--- src/hdl/mvpm_pkg.sv ---
`timescale 1ns / 1ps
// ----------------------------------------------------------------------------
// mvpm_pkg
// Shared command codes, voice modes and fixed constants of the pcm mixer.
// ----------------------------------------------------------------------------
package mvpm_pkg;

  localparam logic [2:0] CMD_LOAD    = 3'd0;
  localparam logic [2:0] CMD_PLAY    = 3'd1;
  localparam logic [2:0] CMD_SETMODE = 3'd2;
  localparam logic [2:0] CMD_SETVOL  = 3'd3;
  localparam logic [2:0] CMD_SETPOS  = 3'd4;
  localparam logic [2:0] CMD_STOP    = 3'd5;
  localparam logic [2:0] CMD_QUERY   = 3'd6;
  localparam logic [2:0] CMD_RENDER  = 3'd7;

  localparam logic [1:0] MODE_OFF  = 2'd0;
  localparam logic [1:0] MODE_ONCE = 2'd1;
  localparam logic [1:0] MODE_LOOP = 2'd2;
  localparam logic [1:0] MODE_ALT  = 2'd3;

  localparam logic [15:0] MASTER_RESET   = 16'h0080;
  localparam logic [12:0] MAX_CLIP_WORDS = 13'd4096;

  typedef logic signed [15:0] gain_t;

endpackage

--- src/hdl/mvpm_mul.sv ---
`timescale 1ns / 1ps
// ----------------------------------------------------------------------------
// mvpm_mul
// Shared signed 16x16 multiplier with a registered product.
// ----------------------------------------------------------------------------
module mvpm_mul (
  input  logic                clk,
  input  logic                en,
  input  mvpm_pkg::gain_t     op_a,
  input  mvpm_pkg::gain_t     op_b,
  output logic signed [31:0]  prod
);

  logic signed [31:0] prod_r;

  always_ff @(posedge clk) begin
    if (en) begin
      prod_r <= op_a * op_b;
    end
  end

  assign prod = prod_r;

endmodule

--- config.mk ---
export PLATFORM = sky130hd
export DESIGN_NAME = mvpm_mul
export DESIGN_NICKNAME = d
export VERILOG_FILES = /design/src/hdl/mvpm_pkg.sv /design/src/hdl/mvpm_mul.sv
export SDC_FILE = /design/constraint.sdc
export NUM_CORES = 1
export LEC_CHECK = 0
export BUFFER_PORTS_ARGS = -buffer_cell sky130_fd_sc_hd__buf_2
export CORE_MARGIN = 8
export CORE_UTILIZATION = 44
export DETAILED_ROUTE_END_ITERATION = 8
export RECOVER_POWER = 25
export REMOVE_ABC_BUFFERS = 1
export SYNTH_ARGS = -nofsm -noshare
export SYNTH_HDL_FRONTEND = slang
export SYNTH_SLANG_ARGS = --single-unit
--- constraint.sdc ---
create_clock -name clk -period 15.5 [get_ports clk]
set_input_delay 1.55 -clock clk [delete_from_list [all_inputs] [get_ports clk]]
set_output_delay 1.55 -clock clk [all_outputs]
set_load 0.02 [all_outputs]
==> flow_metrics.env <==
export IMPL_maxSlewHeadroom_pct=-20.4
export IMPL_setup_viol=0
export IMPL_tns_ns=0
export IMPL_max_freq_ghz=0.135
export IMPL_core_area_um2=24300
export IMPL_port_buffers=65
export IMPL_min_from="op_b[0]"
export IMPL_cts_tree="done"
export IMPL_layout_cells_non_filler=1488
export IMPL_dpl_hpwl_um=20900
export IMPL_htreeDepth=2
export IMPL_synthFlopType="edfxtp_1"
export IMPL_grt_pass1_vias=8211
export IMPL_cts_repair_resized=0
export IMPL_min_period_ns=7.39
export IMPL_outcome="finished with violations"
export IMPL_die_h_um=173
export IMPL_dp_cells=1480
export IMPL_vias=7420
export IMPL_drv_cap=1
export IMPL_hold_ws_ns=1.81
export IMPL_area_growth_pct=6.82
export IMPL_initial_core_util_pct=44.7
export IMPL_yosys_top_cells_area="fa_1, inv_1, ha_1"
export IMPL_cts_path_max_buffers=2
export IMPL_detail_route_wl_per_cell_um=16.4
export IMPL_ys_ff_latch=32
export IMPL_grt_ovfl_total=0
export IMPL_cp_arrival_ns=7.42
export IMPL_fp_dieArea_um2=30000
export IMPL_synthTopCellsByCount="inv_1, fa_1, nand2_1, and2_1, ha_1"
export IMPL_top_level_ports=66
export IMPL_synth_edf_count=32
export IMPL_drt_pass1_iter_count=5
export IMPL_cts_reportedPaths_clkPinSlew_ns=0.05
export IMPL_dpl_cell_area_um2=11500
export IMPL_grt_pass1_wl_um=41600
export IMPL_viasPerCell=4.99
export IMPL_syn_cell_area_um2=10900
export IMPL_crit_type="primary input to flop"
export IMPL_netlist_area_leader_share_pct=48.2
export IMPL_gp_congestion=0.778
export IMPL_yosysWarnings=0
export IMPL_die_w_um=173
export IMPL_grt_max_degree=33
export IMPL_drtAntennaViolNets=0
export IMPL_start_kind="primary input"
export IMPL_track_usage_pct=17.0
export IMPL_antenna_found_initial=0
export IMPL_postCtsHoldBufs=0
export IMPL_row_count=57
export IMPL_worst_pin_slew_ns=1.81
export IMPL_ys_types=49
export IMPL_synth_cells=1127
export IMPL_violations="max-capacitance violations, max-slew violations"
export IMPL_synth_avg_cell_area_um2=9.65
export IMPL_rsz0062_at_grt="false"
export IMPL_crit_fanout=16
export IMPL_cts_sinks=32
export IMPL_endpoint_kind="flop"
export IMPL_seq_area_frac_synth_pct=8.83
export IMPL_yosys_area_top_type="fa_1"
export IMPL_cp_data_required_time_ns=15.52
export IMPL_synth_async_reset_ratio_pct=0
export IMPL_synth_most_common_cell="inv_1"
export IMPL_drcViolationCount=0
export IMPL_numCtsBuffers=5
export IMPL_stdcell_area_um2=11600
export IMPL_hold_class="primary input to flop"
export IMPL_antenna_cells=0
export IMPL_finalNetCount=1541
export IMPL_drt_iter0_markers=349
export IMPL_fin_crit_sh_pct=47.7
export IMPL_cts_root_buf="clkbuf_16"
export IMPL_startpoint="op_b[1]"
export IMPL_cts_post_setup_buffers_inserted=0
export IMPL_drv_slew=33
export IMPL_drive_above_1_share_pct=6.79
export IMPL_largest_reg_flops=32
export IMPL_hold_violations=0
export IMPL_wirelength_um=24500
critical path: stages:
cell       delay (ns)
buf_2            0.31
nand2_1          0.15
inv_1            0.15
fa_1             0.57
fa_1             0.84
fa_1             0.51
fa_1             0.51
fa_1             0.49
inv_1            0.04
fa_1             0.47
inv_1            0.04
ha_1             0.33
a21oi_1          0.17
nor2_1           0.06
o21a_1           0.17
or4_1            0.42
o2111ai_1        0.27
nand2b_1         0.09
a21oi_1          0.17
xnor2_1          0.08
cell families after synthesis:
| kind of cell | synth area share [%] |
|---|---|
| buffers and inverters | 11.4 |
| adder cells (fa/ha/maj) | 57.6 |
| XOR/XNOR | 2.82 |
| AO/OA/AOI/OAI | 4.91 |
| flip-flops | 8.83 |
| AND/OR/NAND/NOR | 14.3 |
stage by stage:
stage | setup slack [ns] | utilization (%)
2_1_floorplan | 8.56 | -
3_3_place_gp | 7.93 | 47.1
3_5_place_dp | 7.83 | 47.1
4_1_cts | 8.13 | 47.8
5_1_grt | 7.78 | 47.8
6_report | 8.11 | 47.8
final cells by class:
class | count | area (um2)
fillers | 2351 | 12700
multi-input cells | 767 | 8670
inverters | 292 | 1100
flip-flops and latches | 32 | 961
well taps | 324 | 405
repair buffers | 65 | 323
clock buffers | 5 | 125
clock inverters | 3 | 37.5
cell usage in the layout, fill, tap and decap left out, types with 2 or more instances in the layout:
master	count
o211ai_1	6
fa_1	262
and2_1	122
edfxtp_1	32
nand2b_1	4
or3_1	2
xnor2_1	31
o21a_1	4
nand2_1	132
nor3_1	4
nand3b_1	2
ha_1	82
a21o_1	6
buf_2	63
a21oi_1	26
nand4_1	2
nand3_1	8
o211a_1	2
o31ai_1	3
xor2_1	4
inv_1	292
a311oi_1	2
o21ai_0	12
a41o_1	2
clkinv_1	2
o21bai_1	4
nor2_1	25
clkbuf_1	2
clkbuf_16	5
metal layers:
layer  global-route usage [%]  up-vias  wire length (um)
met5                        0        -                 0
met3                     2.11       46               809
met4                     4.20        0               552
li1                         -     3393                 -
met1                     20.9     3829             10100
met2                     31.2      152             13100
path summary, 6_finish.rpt:
check	endpoint	slack, ns	cells after the start
worst max-delay path	prod[29]	8.11	20
worst min-delay path	prod[0]	1.81	2
Power is left out: the tool's default activity adds up to more than one toggle a clock period on the data nets, which glitch-free logic cannot reach.
